--- config.mk ---
export PLATFORM = sky130hd
export DESIGN_NAME = sliding_window_frame_cache_top
export DESIGN_NICKNAME = d
export VERILOG_FILES = /design/src/hw/rtl/swfc_pkg.sv /design/src/hw/rtl/swfc_cell.sv /design/src/hw/rtl/sliding_window_frame_cache_top.sv
export SDC_FILE = /design/constraint.sdc
export NUM_CORES = 2
export LEC_CHECK = 0
export BUFFER_PORTS_ARGS = -buffer_cell sky130_fd_sc_hd__buf_2
export CAP_MARGIN = 40
export CORE_MARGIN = 2
export CORE_UTILIZATION = 40
export CTS_CLUSTER_DIAMETER = 30
export CTS_CLUSTER_SIZE = 25
export DETAILED_ROUTE_END_ITERATION = 7
export GPL_TIMING_DRIVEN = 0
export MAX_ROUTING_LAYER = met4
export PLACE_DENSITY_LB_ADDON = 0.1
export SLEW_MARGIN = 30
export SYNTH_ARGS = -nofsm -noshare
export SYNTH_HDL_FRONTEND = slang
export SYNTH_HIERARCHICAL = 1
export SYNTH_SLANG_ARGS = --single-unit
export TNS_END_PERCENT = 5
--- constraint.sdc ---
create_clock -name clock -period 6.9 [get_ports clock]
set_input_delay 0.69 -clock clock [delete_from_list [all_inputs] [get_ports clock]]
set_output_delay 0.69 -clock clock [all_outputs]
set_load 0.05 [all_outputs]
--- src/hw/rtl/swfc_pkg.sv ---
// Shared types and constants for the sliding window frame cache tag engine.
// Used by swfc_cell and sliding_window_frame_cache_top; depends on nothing.
`default_nettype none

package swfc_pkg;

   localparam int FRAME_W    = 24;
   localparam int CENTER_W   = 25;
   localparam int CYCLE_W    = 8;
   localparam int TAG_W      = 26;
   localparam int DIST_W     = TAG_W + 1;
   localparam int REQ_DATA_W = ((CENTER_W + FRAME_W + 7) / 8) * 8;
   localparam int CSR_IDX_W  = 2;
   localparam int CSR_DATA_W = FRAME_W;

   typedef logic signed [TAG_W-1:0] tag_type;

   localparam tag_type EMPTY_TAG = tag_type'(-20);

   localparam logic [CSR_IDX_W-1:0] CSR_WINDOW_MODE  = 2'd0;
   localparam logic [CSR_IDX_W-1:0] CSR_CYCLE_LENGTH = 2'd1;
   localparam logic [CSR_IDX_W-1:0] CSR_CLIP_FRAMES  = 2'd2;

   // Flags of the token that walks the cell chain.
   typedef struct packed {
      logic go;
      logic found;
      logic hit;
      logic fetched;
   } swfc_tok_type;

   // Broadcast controls from the sequencer to every cell.
   typedef struct packed {
      logic retag;
      logic clear;
   } swfc_ctl_type;

endpackage

`default_nettype wire

--- src/hw/rtl/swfc_cell.sv ---
// One slot of the tag ring: holds the slot tag and valid bit and processes the
// token passed from its left neighbor. Depends on swfc_pkg.
`default_nettype none

module swfc_cell #(
   parameter int DEPTH = 16,
   parameter int IDX   = 0,
   localparam int SLOT_W = $clog2(DEPTH)
) (
   input  wire logic                  clock,
   input  wire logic                  reset,
   input  wire swfc_pkg::swfc_ctl_type ctl,
   input  wire swfc_pkg::tag_type     first,
   input  wire swfc_pkg::tag_type     want,
   input  wire logic [SLOT_W-1:0]     origin,
   input  wire swfc_pkg::swfc_tok_type tok_prev,
   input  wire swfc_pkg::tag_type     f_prev,
   input  wire logic [SLOT_W-1:0]     idx_prev,
   output swfc_pkg::swfc_tok_type     tok_out,
   output swfc_pkg::tag_type          f_out,
   output logic [SLOT_W-1:0]          idx_out
);
   import swfc_pkg::*;

   localparam int OW = SLOT_W + 2;

   tag_type               tag_ff, tag_in;
   logic                  valid_ff, valid_in;
   swfc_tok_type          tok_ff, tok_in;
   tag_type               f_ff, f_in;
   logic [SLOT_W-1:0]     idx_ff, idx_in;

   tag_type               f_here;
   logic signed [DIST_W-1:0] tag_gap;
   logic                  in_win;
   logic signed [OW-1:0]  org_raw, org_fix;

   always_comb begin
      // The ring position counter restarts at the window start on the origin slot.
      f_here  = (SLOT_W'(IDX) == origin) ? first : f_prev;
      tag_gap = DIST_W'(tag_ff) - DIST_W'(first);
      in_win  = !tag_gap[DIST_W-1] && (tag_gap <= DIST_W'(DEPTH));
      org_raw = OW'(IDX) - OW'(tag_gap);
      org_fix = org_raw[OW-1] ? org_raw + OW'(DEPTH) : org_raw;

      tok_in   = tok_prev;
      f_in     = f_here + tag_type'(1);
      idx_in   = idx_prev;
      tag_in   = tag_ff;
      valid_in = valid_ff;

      if (ctl.clear) begin
         tag_in   = EMPTY_TAG;
         valid_in = 1'b0;
      end else if (tok_prev.go) begin
         if (!ctl.retag) begin
            // All valid tags follow the old origin, so any match in the window
            // yields the same new origin.
            if (!tok_prev.found && valid_ff && in_win) begin
               tok_in.found = 1'b1;
               idx_in       = org_fix[SLOT_W-1:0];
            end
         end else begin
            if (f_here == want) begin
               if (valid_ff && (tag_ff == f_here)) begin
                  tok_in.hit = 1'b1;
               end else begin
                  tag_in         = f_here;
                  valid_in       = 1'b1;
                  tok_in.fetched = 1'b1;
               end
               idx_in = SLOT_W'(IDX);
            end else if (tag_ff != f_here) begin
               tag_in   = f_here;
               valid_in = 1'b0;
            end
         end
      end
   end

   always_ff @(posedge clock) begin
      if (reset) begin
         tok_ff   <= '0;
         tag_ff   <= EMPTY_TAG;
         valid_ff <= 1'b0;
      end else begin
         tok_ff   <= tok_in;
         tag_ff   <= tag_in;
         valid_ff <= valid_in;
      end
   end

   always_ff @(posedge clock) begin
      f_ff   <= f_in;
      idx_ff <= idx_in;
   end

   assign tok_out = tok_ff;
   assign f_out   = f_ff;
   assign idx_out = idx_ff;

endmodule

`default_nettype wire

--- src/hw/rtl/sliding_window_frame_cache_top.sv ---
// Sliding window frame cache tag engine, top level (uses swfc_pkg and swfc_cell).
// A ring of DEPTH cells holds slot tags and valid bits. One request transaction
// is processed at a time: a check cycle for the center frame, then a token walks
// the cell chain twice, once to find the new ring origin (the ring is cleared if
// no valid slot lies in the window) and once to re-tag every slot. A bad center
// goes straight from the check to the response. The response is held in an output
// register, and req_tready is high only while the engine is idle. Configuration
// writes must be issued only while no request is in flight.
`default_nettype none

module sliding_window_frame_cache_top #(
   parameter int DEPTH = 16,
   localparam int SLOT_W     = $clog2(DEPTH),
   localparam int RSP_DATA_W = ((swfc_pkg::FRAME_W + SLOT_W + 7) / 8) * 8
) (
   input  wire logic                              clock,
   input  wire logic                              reset,
   // Request: [24:0] center_frame (signed), [48:25] req_frame
   input  wire logic                              req_tvalid,
   output logic                                   req_tready,
   input  wire logic [swfc_pkg::REQ_DATA_W-1:0]   req_tdata,
   // Response data: [23:0] fetch_index, then slot_index
   output logic                                   rsp_tvalid,
   input  wire logic                              rsp_tready,
   output logic [RSP_DATA_W-1:0]                  rsp_tdata,
   // Response user: [0] bad_center, [1] hit, [2] need_fetch, [3] stored
   output logic [3:0]                             rsp_tuser,
   input  wire logic                              csr_wen,
   input  wire logic [swfc_pkg::CSR_IDX_W-1:0]    csr_index,
   input  wire logic [swfc_pkg::CSR_DATA_W-1:0]   csr_wdata
);
   import swfc_pkg::*;

   typedef enum logic [2:0] {
      ST_IDLE,
      ST_CHECK,
      ST_SCAN,
      ST_RETAG,
      ST_DONE
   } state_type;

   typedef struct packed {
      logic stored;
      logic need_fetch;
      logic hit;
      logic bad_center;
   } rsp_flags_type;

   state_type                   state_ff;
   logic                        mode_ff;
   logic [CYCLE_W-1:0]          cycle_ff;
   logic [FRAME_W-1:0]          clip_ff;
   logic signed [CENTER_W-1:0]  center_ff;
   logic [FRAME_W-1:0]          want_ff;
   tag_type                     first_ff;
   logic [SLOT_W-1:0]           origin_ff;
   logic                        head_go_ff;
   rsp_flags_type               res_flags_ff;
   logic [FRAME_W-1:0]          res_fetch_ff;
   logic [SLOT_W-1:0]           res_slot_ff;
   logic                        rsp_tvalid_ff;
   rsp_flags_type               rsp_flags_ff;
   logic [FRAME_W-1:0]          rsp_fetch_ff;
   logic [SLOT_W-1:0]           rsp_slot_ff;

   swfc_ctl_type                ctl;
   swfc_tok_type                tok_chain [DEPTH+1];
   tag_type                     f_chain   [DEPTH+1];
   logic [SLOT_W-1:0]           idx_chain [DEPTH+1];
   tag_type                     want_tag;
   tag_type                     center_tag;
   logic                        bad;
   swfc_tok_type                tail;

   assign want_tag   = tag_type'(want_ff);
   assign center_tag = tag_type'(center_ff);
   assign bad        = center_ff[CENTER_W-1] || (center_ff[FRAME_W-1:0] >= clip_ff);
   assign tail       = tok_chain[DEPTH];

   assign ctl.retag = (state_ff == ST_RETAG);
   assign ctl.clear = (state_ff == ST_SCAN) && tail.go && !tail.found;

   assign tok_chain[0] = '{go: head_go_ff, found: 1'b0, hit: 1'b0, fetched: 1'b0};
   // Cell 0 sits DEPTH - origin positions past the window start.
   assign f_chain[0]   = first_ff + tag_type'(DEPTH) - tag_type'(origin_ff);
   assign idx_chain[0] = '0;

   for (genvar k = 0; k < DEPTH; k++) begin : g_cell
      swfc_cell #(
         .DEPTH (DEPTH),
         .IDX   (k)
      ) u_cell (
         .clock    (clock),
         .reset    (reset),
         .ctl      (ctl),
         .first    (first_ff),
         .want     (want_tag),
         .origin   (origin_ff),
         .tok_prev (tok_chain[k]),
         .f_prev   (f_chain[k]),
         .idx_prev (idx_chain[k]),
         .tok_out  (tok_chain[k+1]),
         .f_out    (f_chain[k+1]),
         .idx_out  (idx_chain[k+1])
      );
   end

   always_ff @(posedge clock) begin
      if (reset) begin
         mode_ff  <= 1'b0;
         cycle_ff <= CYCLE_W'(5);
         clip_ff  <= FRAME_W'(1);
      end else if (csr_wen) begin
         unique case (csr_index)
            CSR_WINDOW_MODE:  mode_ff  <= csr_wdata[0];
            CSR_CYCLE_LENGTH: cycle_ff <= csr_wdata[CYCLE_W-1:0];
            CSR_CLIP_FRAMES:  clip_ff  <= csr_wdata;
            default: ;
         endcase
      end
   end

   always_ff @(posedge clock) begin
      if (reset) begin
         state_ff      <= ST_IDLE;
         origin_ff     <= '0;
         head_go_ff    <= 1'b0;
         rsp_tvalid_ff <= 1'b0;
      end else begin
         // A token is launched after a good center check and after the origin walk.
         head_go_ff    <= ((state_ff == ST_CHECK) && !bad) ||
                          ((state_ff == ST_SCAN) && tail.go);
         rsp_tvalid_ff <= (state_ff == ST_DONE) || (rsp_tvalid_ff && !rsp_tready);
         unique case (state_ff)
            ST_IDLE: begin
               if (req_tvalid) begin
                  center_ff <= req_tdata[CENTER_W-1:0];
                  want_ff   <= req_tdata[CENTER_W+FRAME_W-1:CENTER_W];
                  state_ff  <= ST_CHECK;
               end
            end
            ST_CHECK: begin
               if (bad) begin
                  res_flags_ff <= '{stored: 1'b0, need_fetch: 1'b0, hit: 1'b0,
                                    bad_center: 1'b1};
                  res_fetch_ff <= '0;
                  res_slot_ff  <= '0;
                  state_ff     <= ST_DONE;
               end else begin
                  first_ff <= mode_ff
                     ? center_tag - tag_type'(cycle_ff) - tag_type'(1)
                     : center_tag - tag_type'(DEPTH / 2);
                  state_ff <= ST_SCAN;
               end
            end
            ST_SCAN: begin
               if (tail.go) begin
                  origin_ff <= tail.found ? idx_chain[DEPTH] : '0;
                  state_ff  <= ST_RETAG;
               end
            end
            ST_RETAG: begin
               if (tail.go) begin
                  if (tail.fetched) begin
                     res_flags_ff <= '{stored: 1'b1, need_fetch: 1'b1, hit: 1'b0,
                                       bad_center: 1'b0};
                     res_fetch_ff <= (want_ff >= clip_ff) ? clip_ff - FRAME_W'(1) : want_ff;
                     res_slot_ff  <= idx_chain[DEPTH];
                  end else if (tail.hit) begin
                     res_flags_ff <= '{stored: 1'b0, need_fetch: 1'b0, hit: 1'b1,
                                       bad_center: 1'b0};
                     res_fetch_ff <= '0;
                     res_slot_ff  <= idx_chain[DEPTH];
                  end else begin
                     res_flags_ff <= '{stored: 1'b0, need_fetch: 1'b1, hit: 1'b0,
                                       bad_center: 1'b0};
                     res_fetch_ff <= want_ff;
                     res_slot_ff  <= '0;
                  end
                  state_ff <= ST_DONE;
               end
            end
            ST_DONE: begin
               if (!rsp_tvalid_ff || rsp_tready) begin
                  rsp_flags_ff <= res_flags_ff;
                  rsp_fetch_ff <= res_fetch_ff;
                  rsp_slot_ff  <= res_slot_ff;
                  state_ff     <= ST_IDLE;
               end
            end
            default: state_ff <= ST_IDLE;
         endcase
      end
   end

   assign req_tready = (state_ff == ST_IDLE);
   assign rsp_tvalid = rsp_tvalid_ff;
   assign rsp_tdata  = RSP_DATA_W'({rsp_slot_ff, rsp_fetch_ff});
   assign rsp_tuser  = rsp_flags_ff;

   a_bad_alone: assert property (@(posedge clock) disable iff (reset)
      rsp_tvalid_ff && rsp_flags_ff.bad_center |->
         !rsp_flags_ff.hit && !rsp_flags_ff.need_fetch && !rsp_flags_ff.stored)
      else $error("bad center response carries other flags");

   a_hit_or_fetch: assert property (@(posedge clock) disable iff (reset)
      rsp_tvalid_ff |-> !(rsp_flags_ff.hit && rsp_flags_ff.need_fetch))
      else $error("response is both a hit and a fetch");

   a_stored_fetch: assert property (@(posedge clock) disable iff (reset)
      rsp_tvalid_ff && rsp_flags_ff.stored |-> rsp_flags_ff.need_fetch)
      else $error("stored response without fetch");

   a_token_phase: assert property (@(posedge clock) disable iff (reset)
      tail.go |-> (state_ff == ST_SCAN) || (state_ff == ST_RETAG))
      else $error("token left the chain outside a walk");

   a_clear_origin: assert property (@(posedge clock) disable iff (reset)
      ctl.clear |=> (origin_ff == '0) && (state_ff == ST_RETAG))
      else $error("ring clear did not reset the origin");

endmodule

`default_nettype wire

==> run metrics <==
status finished, final reports clean; Util after Layout 48.9%; Core Area 0.227 mm²; vias after detailed routing 87900; slew margin rel. 36.0%; number of routed nets with antenna violations 0; Setup violations, final 0; DRT iter0 DRCs between 8000 and 9000; worst flop-to-flop path startpoint first_ff[2]; worst slack at placement 0.679 ns; leakage 0.0441 µW; number of global-route vias before repair 85100; I/O Buffers 113; Residual DRC 0; Tmin final 6.38 ns; clock root buffer clkbuf_16; yosys warns 6; Die Area 0.231 mm²; # resized after CTS 0; Via density 5.91; Max-Cap Viols 0; CP peak stage delay 0.70 ns; DR WL/cell roughly 26 µm; critical path startpoint first_ff[2]; Power Density 208 mW/mm²; DR pass1 iterations 6; Power, Total 23100 µW; GR Overflow Total 0; worst reg2reg path endpoint g_cell[0].u_cell/tag_ff[25]; required time of the worst setup path 7.72 ns; I/O pins 125; row count 175; Num Clock Sinks 1131; first-pass GRT wire length 568000 µm; Max IR drop VDD 0.257 mV; cell-by-cell trace of the critical path buf_8, buf_8, ha_1, ha_1, a211o_1, a211oi_1, a211oi_1, nor2_1, or4_1, o31ai_1, xor2_1, mux2i_2, xnor2_1, nor4_1, nand3_1, nor4_1, a21o_1, buf_1, nand2_1, o211ai_1; Routed WL between 300000 and 400000 µm; Area growth, synth to finish 21.9%; final hold violation count 0; clk buf depth 4; nature of the critical path startpoint register; pin count of the biggest net entering global routing 51; Mapped Avg Cell Area 8.46 µm²; share of layout cells above drive strength 1 between 10% and 20%; CP max stage cell nor4_1; Die Ht between 400 and 500 µm; Syn Std Cell Area 0.0911 mm²; final slew viol count 0; postcts setup bufs 0; WP data arrival a little over 7 ns; Die W 481 µm; Worst-Margin Slew 0.934 ns; r2r setup slk approximately 0.52 ns; H-tree depth 5; Crit Path Class reg -> reg; Detailed Place HPWL roughly 310000 µm; end point of the critical path g_cell[0].u_cell/tag_ff[25]; Post-Syn Instances approximately 11000; Initial Util 40.1%; worst min-delay path class in -> reg; CTS tree yes; CP Max Fanout 10; RSZ-0062 raised after global routing no; global placement routability congestion 0.953; Setup TNS Final 0 ns; Worst Skew 0.0839 ns; Worst R2R Path Depth 20; Final Worst Setup Slack about 0.52 ns; GRT Total Usage roughly 34%; Worst setup EP type register; nets@finish between 10000 and 15000; Final Cycle Share between 90 and 100%; Clk Latency, worst-skew pair around 0.94 ns; total CTS buffers 304; initial antenna violation count 10; Fmax achieved between 150 and 200 MHz; clk slew on worst S/H paths about 0.050 ns
-- worst min path at each step --
stage,start,end,depth (start not counted)
2_1_floorplan,res_fetch_ff[0],rsp_fetch_ff[0],0
3_3_place_gp,res_slot_ff[1],rsp_slot_ff[1],0
3_5_place_dp,res_fetch_ff[6],rsp_fetch_ff[6],0
4_1_cts,csr_wdata[19],clip_ff[19],3
5_1_grt,csr_wdata[16],clip_ff[16],3
6_report,csr_wdata[19],clip_ff[19],3
-- cell type report --
class / count / area [µm²]
inverter: 818 / 3080
clock inverter: 148 / 1750
fill: 21700 / 116000
multi-input combinational: 8486 / 62000
clock buffer: 381 / 8480
buffer: 389 / 2200
sequential: 1131 / 24000
tap: 3009 / 3760
timing repair buffer: 511 / 5610
antenna: 6 / 15.0
-- placed cells by master (no fill, tap or decap), types with 80 or more instances in the layout --
cell type  instances
nand3_1          241
nor2_1           752
nor2b_1          108
nand2b_1         103
inv_1            808
dfxtp_1          988
buf_2            214
a21oi_1          619
mux2i_4           88
buf_6            163
nand2_1          962
a211oi_1         106
xnor2_1         1050
edfxtp_1         139
clkbuf_16        316
a21o_1           152
xor2_1           350
nor3_1           320
o211ai_1         177
nor4_1           236
nand4_1          202
mux2i_2          139
o21a_1           109
a31oi_1          107
ha_1             538
clkbuf_1         251
o21ai_0          310
or3_1             80
buf_8            168
mux2i_1          325
-- timing repair --
action                     CTS  global route
hold buffers                61             0
hold endpoints to repair    66             0
setup endpoints to repair    0             0
-- report_power, final --
group / internal, µW / leakage (µW) / switching (µW) / total [µW]
Sequential: 6860 / 0.00949 / 168 / 7030
Clock: 9780 / 0.00493 / 4340 / 14100
Combinational: 731 / 0.0297 / 1180 / 1910
Total: 17400 / 0.0441 / 5680 / 23100
-- worst max-delay path: cells and delay by family (launching register included) --
family	cells	cell delay (ns)
muxes	1	0.43
and+or+nand+nor	6	1.90
buffers and inverters	3	0.89
AOI/OAI and AO/OA	6	1.50
DFF	1	0.55
xor gates and xnor gates	2	0.30
adders and majority gates	2	0.67
-- stage by stage --
stage / cell area (µm²) / std cells / hold WS, ns
global placement: 95600 / 13900 / 0.405
CTS: 111000 / 14900 / 0.00562
floorplan: 91300 / 10800 / 0.400
finish: 111000 / 14900 / 0.0570
global route: 111000 / 14900 / 0.0498
detailed placement: 100000 / 14300 / 0.405
-- registers in the layout, summed over array words and instances, names as in the netlist, 25 cells and up --
| register | count |
|---|---|
| center_ff | 25 |
| first_ff | 26 |
| g_cell.u_cell/f_out | 390 |
| g_cell.u_cell/idx_out | 64 |
| g_cell.u_cell/tag_ff | 416 |
| g_cell.u_cell/tok_out | 64 |
-- metal layers --
| metal | part of all wire, % | GRT usage [%] | vias to the layer above | routed length, µm |
|---|---|---|---|---|
| met4 | 6.2 | 17.9 | 0 | 24400 |
| li1 | - | - | 40500 | - |
| met5 | 0 | - | - | 0 |
| met3 | 7.2 | 5.31 | 1186 | 27900 |
| met1 | 42 | 41.6 | 42400 | 163000 |
| met2 | 45 | 52.4 | 3734 | 175000 |
No activity file was read; power rests on OpenSTA's default activity.
